**src/hw/rtl/pressure_temperature_compensation_core_defines.svh**
```systemverilog
// Assertion macros shared by the compensation core.
// Included by files that carry concurrent assertions; no other dependencies.
`ifndef PRESSURE_TEMPERATURE_COMPENSATION_CORE_DEFINES_SVH
`define PRESSURE_TEMPERATURE_COMPENSATION_CORE_DEFINES_SVH

// Same-cycle implication, disabled during reset.
`define PTC_ASSERT_IMP(lbl, clk, rst_n, ante, cons, msg) \
    lbl: assert property (@(posedge clk) disable iff (!rst_n) (ante) |-> (cons)) \
        else $error(msg);

// Next-cycle implication, disabled during reset.
`define PTC_ASSERT_NXT(lbl, clk, rst_n, ante, cons, msg) \
    lbl: assert property (@(posedge clk) disable iff (!rst_n) (ante) |=> (cons)) \
        else $error(msg);

`endif

```
**src/hw/rtl/ptc_pkg.sv**
```systemverilog
// Widths, constants and types of the pressure/temperature compensation core.
// No dependencies; imported by ptc_div, ptc_mulq and the top level.
package ptc_pkg;

    // input and scaled-raw formats
    localparam int RAW_W     = 24;
    localparam int SCALE_W   = 23;
    localparam int SC_W      = 29;          // Q5.24
    localparam int SC_FRAC   = 24;

    // divider: overflow bit plus SC_W quotient bits, one per stage
    localparam int DIV_STEPS = SC_W + 1;
    localparam int DIV_D_W   = SCALE_W + 1;
    localparam int DIV_M_W   = RAW_W + SCALE_W + 2;
    localparam int DIV_C_W   = DIV_D_W + DIV_STEPS - 1;
    localparam int DIV_LAT   = DIV_STEPS + 2;

    // split multiply with rounding back to work fraction
    localparam int MQ_A_W    = 42;
    localparam int MQ_SPLIT  = 21;
    localparam int MQ_R_W    = 48;
    localparam int MQ_P_W    = MQ_A_W + SC_W;
    localparam int MQ_FRAC   = SC_FRAC;
    localparam int POST_LAT  = 6;
    localparam int VLD_LEN   = DIV_LAT + POST_LAT;

    // work values and result formats
    localparam int PW_FRAC    = 16;
    localparam int PRESS_FRAC = 6;
    localparam int P_SHIFT    = PW_FRAC - PRESS_FRAC;
    localparam int P_SH_W     = MQ_R_W - P_SHIFT;
    localparam int TEMP_FRAC  = 8;
    localparam int T_SHIFT    = SC_FRAC - TEMP_FRAC;
    localparam int C0_SHIFT   = TEMP_FRAC - 1;
    localparam int PRESS_W    = 32;
    localparam int TEMP_W     = 24;
    localparam int T_SUM_W    = 26;

    // coefficient and register widths
    localparam int C_T_W     = 12;
    localparam int C_PO_W    = 20;
    localparam int C_PM_W    = 16;
    localparam int CT_W      = C_T_W + SC_W;
    localparam int TCOEF_W   = 2 * C_T_W;
    localparam int POFF_W    = 2 * C_PO_W;
    localparam int PMID_W    = 3 * C_PM_W;
    localparam int PHIGH_W   = 2 * C_PM_W;
    localparam int CFG_W     = 48;
    localparam int CFG_IDX_W = 3;

    localparam logic [SCALE_W-1:0] SCALE_RST = 23'd524288;

    localparam logic signed [SC_W-1:0] SC_MAX = {1'b0, {(SC_W-1){1'b1}}};
    localparam logic signed [SC_W-1:0] SC_MIN = {1'b1, {(SC_W-1){1'b0}}};
    localparam logic signed [PRESS_W-1:0] PRESS_MAX = {1'b0, {(PRESS_W-1){1'b1}}};
    localparam logic signed [PRESS_W-1:0] PRESS_MIN = {1'b1, {(PRESS_W-1){1'b0}}};
    localparam logic signed [TEMP_W-1:0] TEMP_MAX = {1'b0, {(TEMP_W-1){1'b1}}};
    localparam logic signed [TEMP_W-1:0] TEMP_MIN = {1'b1, {(TEMP_W-1){1'b0}}};

    // -1.0 Pa and -1.0 degC in output units
    localparam logic signed [PRESS_W-1:0] PRESS_NOT_READY = -32'sd64;
    localparam logic signed [TEMP_W-1:0]  TEMP_NOT_READY  = -24'sd256;

    typedef enum logic [CFG_IDX_W-1:0] {
        CFG_TEMP_COEF    = 3'd0,
        CFG_PRESS_OFFSET = 3'd1,
        CFG_PRESS_MID    = 3'd2,
        CFG_PRESS_HIGH   = 3'd3,
        CFG_TEMP_SCALE   = 3'd4,
        CFG_PRESS_SCALE  = 3'd5
    } t_cfg_idx;

endpackage

```
**src/hw/rtl/ptc_mulq.sv**
```systemverilog
// Two-stage multiply of a work value by a Q5.24 value, rounded to work fraction.
// Depends on ptc_pkg. o_r = floor((a*s + 2^23) / 2^24) + add; add held static.
module ptc_mulq
    import ptc_pkg::*;
(
    input  logic                      i_clk,
    input  logic                      i_en,
    input  logic signed [MQ_A_W-1:0]  i_a,
    input  logic signed [SC_W-1:0]    i_s,
    input  logic signed [MQ_R_W-1:0]  i_add,
    output logic signed [MQ_R_W-1:0]  o_r
);

    logic signed [MQ_A_W-MQ_SPLIT+SC_W-1:0] r_pp_hi;
    logic signed [MQ_SPLIT+SC_W:0]          r_pp_lo;
    logic signed [MQ_P_W-1:0]               w_prod;
    logic signed [MQ_R_W-1:0]               n_r;
    logic signed [MQ_R_W-1:0]               r_r;

    // partial products (signed upper half, unsigned lower half) and the result
    always_ff @(posedge i_clk) begin
        if (i_en) begin
            r_pp_hi <= $signed(i_a[MQ_A_W-1:MQ_SPLIT]) * i_s;
            r_pp_lo <= $signed({1'b0, i_a[MQ_SPLIT-1:0]}) * i_s;
            r_r     <= n_r;
        end
    end

    always_comb begin
        w_prod = (MQ_P_W'(r_pp_hi) <<< MQ_SPLIT) + MQ_P_W'(r_pp_lo)
               + (MQ_P_W'(1) <<< (MQ_FRAC - 1));
        n_r    = MQ_R_W'($signed(w_prod[MQ_P_W-1:MQ_FRAC])) + i_add;
    end

    assign o_r = r_r;

endmodule

```
**config.mk**
```make
export PLATFORM = sky130hd
export DESIGN_NAME = ptc_mulq
export DESIGN_NICKNAME = d
export VERILOG_FILES = /design/src/hw/rtl/pressure_temperature_compensation_core_defines.svh /design/src/hw/rtl/ptc_pkg.sv /design/src/hw/rtl/ptc_mulq.sv
export SDC_FILE = /design/constraint.sdc
export NUM_CORES = 2
export LEC_CHECK = 0
export BUFFER_PORTS_ARGS = -buffer_cell sky130_fd_sc_hd__buf_4
export CORE_MARGIN = 4
export CORE_UTILIZATION = 30
export DETAILED_ROUTE_END_ITERATION = 16
export PLACE_DENSITY_LB_ADDON = 0.25
export SLEW_MARGIN = 10
export SYNTH_ARGS = -nofsm -noshare
export SYNTH_HDL_FRONTEND = slang
export SYNTH_SLANG_ARGS = --single-unit
```
**constraint.sdc**
```tcl
create_clock -name i_clk -period 12.94 [get_ports i_clk]
set_clock_uncertainty 0.05 [all_clocks]
set_input_delay 1.294 -clock i_clk [delete_from_list [all_inputs] [get_ports i_clk]]
set_output_delay 1.294 -clock i_clk [all_outputs]
set_load 0.01 [all_outputs]
```
==> flow_summary.ini <==
[sta]
fmaxAchievable_ghz = 0.1157
finalHoldViolations = 0
grt_setup_unrepaired = false
finalSetupViolations = 0
final_max_slew_viol_count = 0
timing.setup.tns_ns = 0
final.period_utilization_pct = 66.79
worst_slew_pin_slew_ns = 1.087
worst_slew_margin_rel_pct = 27.52
period_minus_slack_ns = 8.643

[worst_setup_path]
rrSetupSlack_ns = 6.51
cpPeakStageDelay_ns = 0.82
worst_path_max_delay_cell = sky130_fd_sc_hd__a2111oi_2
reg2reg_depth = 23
criticalPathCategory = in2reg
critical_path.max_fanout = 42
startpoint_type = primary input
r2r_path_end = o_r[47]
crit_path_end_kind = flip-flop
critical_path.most_common_cell = sky130_fd_sc_hd__fa_1
cp_cell_sequence = buf_4 -> nand2_1 -> fa_1 -> fa_1 -> fa_1 -> inv_1 -> fa_1 -> fa_1 -> fa_1 -> fa_1 -> ha_1 -> nand4_1 -> nor2_1 -> nand2_1 -> a211oi_2 -> o211ai_1 -> a2111oi_2 -> o21ai_1 -> a31oi_1 -> a41o_1 -> a21oi_1 -> xnor2_1
worstPathArrival_ns = 8.81
regToRegStartpoint = r_pp_lo[30]
critPathRequiredTime_ns = 13.11

[min_path]
holdPathStages = 3
holdCritStartpoint = r_pp_hi[49]
hp-class = reg2reg
hold_path_end = o_r[47]

[yosys]
synth-adder-area-share_pct = 57.68
post_synth_xor_area_fraction_pct = 3.026
simple_logic_cell_fraction_of_the_synthesized_area_pct = 14.37
number_of_enable_flip_flop_cells_after_synthesis = 128
post_synth_mux_area_share_pct = 0
ys_ff_latch = 128
synth_top_family_by_area = adder cells
yosysSeqAreaShare_pct = 7.526
ys_async_sr_fraction_pct = 0
postSynthNetCount = 7166
post_synth_num_cell_types = 76
synthCells = 5424
postSynthAreaPerCell_um2 = 9.415
synth_compound_gate_area_share_pct = 6.235
synth-main-ff-cell = sky130_fd_sc_hd__edfxtp_1
synth_warnings = 0
mappedNetlistArea_um2 = 51070

[clock_tree]
clk_path_buf_depth = 2
ctsHoldBuffers = 0
insertion_delay_ns = 0.47
post_cts_resized = 0
cts.reportedPaths.clkPinSlew_ns = 0.06
cts.root.buffer_cell = sky130_fd_sc_hd__clkbuf_16
cts_post_setup_buffers_inserted = 0
htree_num_levels = 4
cts_made_buffers = 17
cts_sinks = 128
cts_tree = yes

[detailed_routing]
vias = 35819
via_per_inst = 4.712
detailedRoute.firstPassIterationCount = 6
number_of_routed_nets_with_antenna_violations = 0
drc_errors = 0
routed_wire_length_per_instance_um = 19.72
routed_wl_um = 149900
drt_iter0_markers = 2102

[die]
die_area_um2 = 176900
placeable_core_region_um2 = 169300
placement_rows = 151
die_w_um = 420.6
chipHeight_um = 420.6
initial_core_util_pct = 30.17
top_level_ports = 169

[job]
max-cap-violations = 0

[global_routing]
global_route_wire_length_before_repair_um = 236900
globalRouteOverflowTotal = 0
grtUsageTotal_pct = 17.46
grt_pass1_vias = 39860
maximum_number_of_pins_on_one_net_before_global_route_repair = 89
initial_antenna_violation_count = 17

[place]
io_buffer_count = 168
dpl.hpwl_um = 117700
gp_congestion = 0.8432

[layout]
final_layout_size_suffix_gt1_share_pct = 4.183
area_growth_pct = 7.343
fill_count = 17615
nNetsFinal = 7108
leading_cell_types_in_the_layout_fill_and_taps_excluded = sky130_fd_sc_hd__inv_1 (1259), sky130_fd_sc_hd__fa_1 (1222), sky130_fd_sc_hd__nand2_1 (719)
mostFrequentLayoutCell = sky130_fd_sc_hd__inv_1

[outcome]
outcome = completed
## worst max-delay path: cells and delay by family
kind | cells | cell delay [ns]
AND/OR/NAND/NOR | 4 | 0.62
XOR/XNOR | 1 | 0.12
AO/OA/AOI/OAI | 7 | 2.20
buffers and inverters | 2 | 0.58
adder cells (fa/ha/maj) | 8 | 3.93
## synthesized netlist by cell type, types with 24 or more instances
cell	instances	area [um^2]
sky130_fd_sc_hd__nor2_1	98	367.9
sky130_fd_sc_hd__a21oi_1	144	720.7
sky130_fd_sc_hd__clkbuf_1	241	904.6
sky130_fd_sc_hd__xnor2_1	119	1042
sky130_fd_sc_hd__inv_1	1259	4726
sky130_fd_sc_hd__xor2_1	53	464.2
sky130_fd_sc_hd__o21ai_0	74	370.4
sky130_fd_sc_hd__nor2b_1	24	150.1
sky130_fd_sc_hd__nand2_1	719	2699
sky130_fd_sc_hd__and2_1	536	3353
sky130_fd_sc_hd__o21a_1	24	180.2
sky130_fd_sc_hd__nand3_1	24	120.1
sky130_fd_sc_hd__ha_1	399	4992
sky130_fd_sc_hd__a21o_1	102	765.7
sky130_fd_sc_hd__fa_1	1222	24460
sky130_fd_sc_hd__edfxtp_1	128	3844
## worst max path at each step
stage            start          end  depth (start not counted)
5_1_grt        i_s[13]  r_pp_lo[50]                         24
6_report       i_s[14]  r_pp_lo[50]                         22
3_3_place_gp    i_s[9]  r_pp_lo[50]                         25
4_1_cts         i_s[7]  r_pp_lo[50]                         24
2_1_floorplan  i_a[21]  r_pp_hi[47]                         22
3_5_place_dp   i_s[14]  r_pp_lo[50]                         22
## layer usage
| layer | part of all wire, % | GRT usage (%) |
|---|---|---|
| met5 | 0 | 0 |
| met4 | 1.9 | 3.627 |
| met3 | 5.1 | 2.204 |
| met2 | 48 | 29.99 |
| met1 | 45 | 23.64 |
## sequential cells by signal, summed over array words and instances (netlist names)
name and cells:
o_r 48, r_pp_lo 30, r_pp_hi 50
## area by class of cell
cell class                 count  area (um^2)  area share (%)
multi-input combinational   3783        41520           75.74
inverter                    1259         4726           8.621
sequential                   128         3844           7.012
tap                         2218         2775           5.062
timing repair buffer         177         1333           2.431
clock buffer                  17        425.4          0.7760
clock inverter                15        183.9          0.3355
antenna                        4        10.01         0.01826
## metrics by stage
step                util [%]  setup WS [ns]  instance area [um^2]  std cells  hold WS, ns
floorplan                  -          4.786                 51070       5424       0.8168
global placement       32.02          3.616                 54200       7565       0.9422
detailed placement     32.02          3.722                 54200       7565       0.9445
CTS                    32.38          4.236                 54810       7597       0.9604
global route           32.38          3.842                 54810       7598        1.020
finish                 32.38          4.297                 54820       7601       0.9421
## cells by family after synthesis
kind of cell	Yosys count
fa+ha+maj	1621
buf+inv	1513
simple gates	1502
compound gates	486
xor+xnor	174
flops	128
Power is not shown: default switching activity piles up to over one toggle a cycle in this logic, so the estimate is an artifact.
