===== src/hw/rtl/pressure_temperature_compensation_core_defines.svh =====
// Assertion macros shared by the compensation core.
// Included by files that carry concurrent assertions; no other dependencies.
`ifndef PRESSURE_TEMPERATURE_COMPENSATION_CORE_DEFINES_SVH
`define PRESSURE_TEMPERATURE_COMPENSATION_CORE_DEFINES_SVH

// Same-cycle implication, disabled during reset.
`define PTC_ASSERT_IMP(lbl, clk, rst_n, ante, cons, msg) \
    lbl: assert property (@(posedge clk) disable iff (!rst_n) (ante) |-> (cons)) \
        else $error(msg);

// Next-cycle implication, disabled during reset.
`define PTC_ASSERT_NXT(lbl, clk, rst_n, ante, cons, msg) \
    lbl: assert property (@(posedge clk) disable iff (!rst_n) (ante) |=> (cons)) \
        else $error(msg);

`endif


===== src/hw/rtl/ptc_pkg.sv =====
// Widths, constants and types of the pressure/temperature compensation core.
// No dependencies; imported by ptc_div, ptc_mulq and the top level.
package ptc_pkg;

    // input and scaled-raw formats
    localparam int RAW_W     = 24;
    localparam int SCALE_W   = 23;
    localparam int SC_W      = 29;          // Q5.24
    localparam int SC_FRAC   = 24;

    // divider: overflow bit plus SC_W quotient bits, one per stage
    localparam int DIV_STEPS = SC_W + 1;
    localparam int DIV_D_W   = SCALE_W + 1;
    localparam int DIV_M_W   = RAW_W + SCALE_W + 2;
    localparam int DIV_C_W   = DIV_D_W + DIV_STEPS - 1;
    localparam int DIV_LAT   = DIV_STEPS + 2;

    // split multiply with rounding back to work fraction
    localparam int MQ_A_W    = 42;
    localparam int MQ_SPLIT  = 21;
    localparam int MQ_R_W    = 48;
    localparam int MQ_P_W    = MQ_A_W + SC_W;
    localparam int MQ_FRAC   = SC_FRAC;
    localparam int POST_LAT  = 6;
    localparam int VLD_LEN   = DIV_LAT + POST_LAT;

    // work values and result formats
    localparam int PW_FRAC    = 16;
    localparam int PRESS_FRAC = 6;
    localparam int P_SHIFT    = PW_FRAC - PRESS_FRAC;
    localparam int P_SH_W     = MQ_R_W - P_SHIFT;
    localparam int TEMP_FRAC  = 8;
    localparam int T_SHIFT    = SC_FRAC - TEMP_FRAC;
    localparam int C0_SHIFT   = TEMP_FRAC - 1;
    localparam int PRESS_W    = 32;
    localparam int TEMP_W     = 24;
    localparam int T_SUM_W    = 26;

    // coefficient and register widths
    localparam int C_T_W     = 12;
    localparam int C_PO_W    = 20;
    localparam int C_PM_W    = 16;
    localparam int CT_W      = C_T_W + SC_W;
    localparam int TCOEF_W   = 2 * C_T_W;
    localparam int POFF_W    = 2 * C_PO_W;
    localparam int PMID_W    = 3 * C_PM_W;
    localparam int PHIGH_W   = 2 * C_PM_W;
    localparam int CFG_W     = 48;
    localparam int CFG_IDX_W = 3;

    localparam logic [SCALE_W-1:0] SCALE_RST = 23'd524288;

    localparam logic signed [SC_W-1:0] SC_MAX = {1'b0, {(SC_W-1){1'b1}}};
    localparam logic signed [SC_W-1:0] SC_MIN = {1'b1, {(SC_W-1){1'b0}}};
    localparam logic signed [PRESS_W-1:0] PRESS_MAX = {1'b0, {(PRESS_W-1){1'b1}}};
    localparam logic signed [PRESS_W-1:0] PRESS_MIN = {1'b1, {(PRESS_W-1){1'b0}}};
    localparam logic signed [TEMP_W-1:0] TEMP_MAX = {1'b0, {(TEMP_W-1){1'b1}}};
    localparam logic signed [TEMP_W-1:0] TEMP_MIN = {1'b1, {(TEMP_W-1){1'b0}}};

    // -1.0 Pa and -1.0 degC in output units
    localparam logic signed [PRESS_W-1:0] PRESS_NOT_READY = -32'sd64;
    localparam logic signed [TEMP_W-1:0]  TEMP_NOT_READY  = -24'sd256;

    typedef enum logic [CFG_IDX_W-1:0] {
        CFG_TEMP_COEF    = 3'd0,
        CFG_PRESS_OFFSET = 3'd1,
        CFG_PRESS_MID    = 3'd2,
        CFG_PRESS_HIGH   = 3'd3,
        CFG_TEMP_SCALE   = 3'd4,
        CFG_PRESS_SCALE  = 3'd5
    } t_cfg_idx;

endpackage


===== src/hw/rtl/ptc_div.sv =====
// Pipelined restoring divider: round(raw * 2^24 / scale) saturated to Q5.24.
// Depends on ptc_pkg. The pipeline advances when i_en is high.
module ptc_div
    import ptc_pkg::*;
(
    input  logic                     i_clk,
    input  logic                     i_en,
    input  logic signed [RAW_W-1:0]  i_raw,
    input  logic [SCALE_W-1:0]       i_scale,
    output logic signed [SC_W-1:0]   o_q
);

    logic [SCALE_W-1:0]  w_d;
    logic [DIV_D_W-1:0]  w_dd;
    logic                w_neg;
    logic [RAW_W-1:0]    w_abs;
    logic [SCALE_W-1:0]  w_low;
    logic [DIV_M_W-1:0]  w_m;

    logic [DIV_M_W-1:0]   r_rem [0:DIV_STEPS];
    logic [DIV_STEPS-1:0] r_qb  [0:DIV_STEPS];
    logic                 r_neg [0:DIV_STEPS];

    logic [DIV_STEPS-1:0]    w_qf;
    logic [SC_W-1:0]         w_mag;
    logic                    w_ovf;
    logic signed [SC_W-1:0]  n_quot;
    logic signed [SC_W-1:0]  r_quot;

    // floor((raw*2^25 + d) / 2d): fold the sign into the dividend so the
    // steps work on magnitudes; for negative raw the dividend becomes
    // |raw|*2^25 + d - 1 (ceil of the magnitude).
    always_comb begin
        w_d   = (i_scale == '0) ? SCALE_W'(1) : i_scale;
        w_dd  = {w_d, 1'b0};
        w_neg = i_raw[RAW_W-1];
        w_abs = w_neg ? (~i_raw + 1'b1) : i_raw;
        w_low = w_neg ? (w_d - 1'b1) : w_d;
        w_m   = {w_abs, 2'b00, w_low};
    end

    always_ff @(posedge i_clk) begin
        if (i_en) begin
            r_rem[0] <= w_m;
            r_qb[0]  <= '0;
            r_neg[0] <= w_neg;
        end
    end

    // divisor must be held static while items are in flight; not enforced here
    for (genvar s = 0; s < DIV_STEPS; s++) begin : g_step
        localparam int K = DIV_STEPS - 1 - s;
        logic [DIV_C_W-1:0] w_rem_x;
        logic [DIV_C_W-1:0] w_dsh;
        logic [DIV_C_W-1:0] w_diff;
        logic               w_ge;

        always_comb begin
            w_rem_x = DIV_C_W'(r_rem[s]);
            w_dsh   = DIV_C_W'(w_dd) << K;
            w_diff  = w_rem_x - w_dsh;
            w_ge    = (w_rem_x >= w_dsh);
        end

        always_ff @(posedge i_clk) begin
            if (i_en) begin
                r_rem[s+1] <= w_ge ? w_diff[DIV_M_W-1:0] : r_rem[s];
                r_qb[s+1]  <= {r_qb[s][DIV_STEPS-2:0], w_ge};
                r_neg[s+1] <= r_neg[s];
            end
        end
    end

    // top quotient bit flags overflow; later bits are then meaningless
    always_comb begin
        w_qf  = r_qb[DIV_STEPS];
        w_ovf = w_qf[DIV_STEPS-1];
        w_mag = w_qf[SC_W-1:0];
        if (!r_neg[DIV_STEPS]) begin
            n_quot = (w_ovf || w_mag[SC_W-1]) ? SC_MAX : $signed(w_mag);
        end else begin
            n_quot = (w_ovf || (w_mag[SC_W-1] && (|w_mag[SC_W-2:0])))
                   ? SC_MIN : -$signed(w_mag);
        end
    end

    always_ff @(posedge i_clk) begin
        if (i_en) begin
            r_quot <= n_quot;
        end
    end

    assign o_q = r_quot;

endmodule


===== config.mk =====
export PLATFORM = sky130hd
export DESIGN_NAME = ptc_div
export DESIGN_NICKNAME = d
export VERILOG_FILES = /design/src/hw/rtl/pressure_temperature_compensation_core_defines.svh /design/src/hw/rtl/ptc_pkg.sv /design/src/hw/rtl/ptc_div.sv
export SDC_FILE = /design/constraint.sdc
export NUM_CORES = 2
export LEC_CHECK = 0
export BUFFER_PORTS_ARGS = -buffer_cell sky130_fd_sc_hd__buf_2
export CAP_MARGIN = 20
export CORE_MARGIN = 1.5
export CORE_UTILIZATION = 25
export DETAILED_ROUTE_END_ITERATION = 16
export PLACE_DENSITY = 0.41
export SETUP_SLACK_MARGIN = 0.15
export SYNTH_ARGS = -nofsm -noshare
export SYNTH_HDL_FRONTEND = slang
export SYNTH_SLANG_ARGS = --single-unit

===== constraint.sdc =====
create_clock -name i_clk -period 15.4 [get_ports i_clk]
set_clock_uncertainty 0.2 [all_clocks]
set_input_delay 3.85 -clock i_clk [delete_from_list [all_inputs] [get_ports i_clk]]
set_output_delay 3.85 -clock i_clk [all_outputs]
set_load 0.02 [all_outputs]

==> flow_summary.yaml <==
synthesis:
  yosys_warnings: 0
  netlist_area_um2: 107200
  synth-seq-cells: 1980
  synth_area_per_cell_um2: 11.69
  synthArstFlopShare: 0
  ys_seq_area_frac: 0.5547
  syn_inst: 9170
  synth_flop_cell: "edfxtp_1"
  synthesis.nets: 9943
  synth_enable_flop_cells: 1980
  synth.distinct_cells: 90
status:
  outcome: "finished, final reports clean"
setup_path:
  cp_max_fo: 30
  critPathLaunchType: "input port"
  crit_required_ns: 15.84
  cp-end-kind: "flop"
  worst-setup-path-type: "input port to flop"
  arrival_ns: 9.79
floorplan:
  die_w_um: 657.8
  fp.coreArea_um2: 427000
  dieArea_um2: 432700
  die_h_um: 657.8
  io_pins: 78
  num_rows: 240
  start_util: 0.2510
finish:
  area_delta_synth_final_pct: 14.93
  drive_above_1_share: 0.08612
  layout_common_cells: "1980 x edfxtp_1, 821 x nand2_1, 695 x ha_1"
  fill_cells: 43650
  final_nets: 10170
  layout_commonest_cell: "edfxtp_1"
global_routing:
  grt_use_total: 0.1451
  grt_pass1_wl_mm: 476.5
  grt_max_degree: 175
  grt_pass1_vias: 72690
  gr-total-overflow: 0
  antenna_found_initial: 23
clock_network:
  hold_buffers: 0
  cts.repair.resized: 0
  cts_tree: "yes"
  clk_pin_slew_worst_paths_ns: 0.06
  cts_root_buffer: "clkbuf_16"
  clock_sinks: 1980
  post_cts.repair.setup_buffers: 0
  cts_buffers: 237
  h-tree-depth: 4
  clock_path_buffers: 4
  clk_latency_ns: 0.93
placement:
  hpwlAfterDp_mm: 237.3
  io_buffers: 77
  gp_congestion: 0.8603
min_path:
  holdCritPathClass: "flop to flop"
route:
  avgViaCountPerCell: 4.796
  route.detailed.drc: 0
  vias: 73370
  wl_per_cell_um: 21.27
  drt_iter0_drc: 5759
  dr.pass1.iters: 6
  ant_nets: 0
  drt-total-wl_mm: 325.4
power_and_ir_drop:
  total_power_uw: 22020
  switchingPower_uw: 7748
  p_clk_frac: 0.271
  power.leakage_uw: 0.04394
  pwr_density_cell_nw_per_um2: 178.7
  p_comb_frac: 0.343
  peakVddDrop_uv: 93.49
  p_int_uw: 14270
  switching_share: 0.3518
  seqPwrFrac: 0.386
job:
  cap_violations: 0
timing:
  final_hold_viol_count: 0
  setup_viol: 0
  tightestPinTransition_ns: 1.153
  fin_crit_ns: 9.346
  rsz0062_at_grt: "false"
  min_period_over_period: 0.6069
  fmax_mhz: 107.0
  drv_slew: 0
  fin_tns_setup_ns: 0
  slew_headroom: 0.2242
-- state kept, by name, indices dropped and copies added (netlist names) --
register and flops:
r_neg 31, o_q 29, r_rem 1455, r_qb 465
-- metal layers --
metal / vias to the layer above / global-route usage / routed length [um]
met3: 471 / 0.01578 / 12650
met5: - / 0 / 0
met2: 1641 / 0.2465 / 154900
met1: 35930 / 0.1900 / 145200
met4: 0 / 0.05324 / 12590
li1: 35330 / - / -
-- critical path: stages --
cell,delay [ns]
buf_2,0.12
or4_1,0.57
nor4_1,0.29
a31oi_1,0.12
buf_4,0.22
inv_2,0.08
buf_4,0.30
ha_1,0.25
inv_1,0.06
fa_1,0.43
a211o_1,0.34
a2111oi_0,0.64
o21ai_0,0.29
nand2_1,0.23
o221ai_1,0.32
nor3_1,0.28
nor2b_1,0.17
buf_4,0.28
inv_1,0.37
nand3b_1,0.27
nor4_1,0.08
xor2_1,0.17
-- path summary, 6_finish.rpt --
check           startpoint  cells past startpoint             to  slack (ns)
max             i_scale[5]                     22  r_rem[1][334]        6.05
min reg2reg    r_qb[4][65]                      0    r_qb[4][96]        0.18
min            r_qb[4][65]                      0    r_qb[4][96]        0.18
max reg2reg  r_rem[1][254]                     16  r_rem[1][334]       10.27
-- through the flow --
step	util	cell area [um^2]	hold slack, ns	cells	setup slack [ns]
final	0.2885	123200	0.1809	15300	6.054
after global routing	0.2885	123200	0.2016	15300	5.670
after CTS	0.2884	123100	0.1778	15290	6.160
after detailed placement	0.2691	114900	0.2045	14850	5.178
after global placement	0.2691	114900	0.2010	14850	5.129
after floorplan	-	107200	0.2003	9170	6.271
-- cells by family after synthesis --
group,synth area share
XOR/XNOR,0.06871
buffers and inverters,0.01541
adder cells (fa/ha/maj),0.08654
AO/OA/AOI/OAI,0.1301
AND/OR/NAND/NOR,0.1278
flip-flops,0.5547
multiplexers,0.01674
-- synth_stat cells, drive strengths merged, types with 19 or more instances --
master | count | area share
edfxtp | 1980 | 0.55
nand2 | 821 | 0.029
ha | 695 | 0.081
a21oi | 660 | 0.031
o21ai | 659 | 0.031
nor2 | 618 | 0.022
xnor2 | 436 | 0.036
xor2 | 405 | 0.033
a21o | 260 | 0.018
inv | 241 | 0.0084
nor3 | 226 | 0.011
nor4 | 192 | 0.011
clkbuf | 167 | 0.0058
nand3 | 163 | 0.0076
mux2 | 146 | 0.015
nand2b | 138 | 0.0081
o21a | 116 | 0.0081
nor2b | 114 | 0.0067
nand4 | 98 | 0.0058
or3 | 87 | 0.0053
a31oi | 77 | 0.0046
o21bai | 69 | 0.0048
or4 | 68 | 0.0048
o31ai | 65 | 0.0046
a211oi | 58 | 0.0041
and3 | 46 | 0.0027
or2 | 41 | 0.0024
and2 | 32 | 0.0019
nand4b | 32 | 0.0026
o31a | 32 | 0.0026
o211ai | 30 | 0.0021
a211o | 29 | 0.0024
fa | 29 | 0.0054
a21boi | 27 | 0.0019
buf | 21 | 0.0011
and4 | 20 | 0.0016
a2111oi | 19 | 0.0016
nor4b | 19 | 0.0016
-- layout make-up --
type / count / area [um^2] / share of cell area
diodes: 8 / 20.02 / 0.0001625
clock buffers: 266 / 6082 / 0.04937
clock inverters: 175 / 2147 / 0.01743
inverters: 242 / 908.4 / 0.007373
multi-input cells: 6760 / 46160 / 0.3747
flip-flops and latches: 1980 / 59460 / 0.4826
well taps: 5687 / 7116 / 0.05776
repair buffers: 180 / 1306 / 0.01060
-- power by group through the flow --
stage	clock network, uW	logic, uW	registers (uW)
2_1_floorplan	0	5590	8070
3_3_place_gp	0	7470	8640
3_5_place_dp	0	7520	8610
4_1_cts	6180	7580	8520
5_1_grt	6350	8450	8610
6_report	5970	7550	8500
No activity file was read; power rests on OpenSTA's default activity.
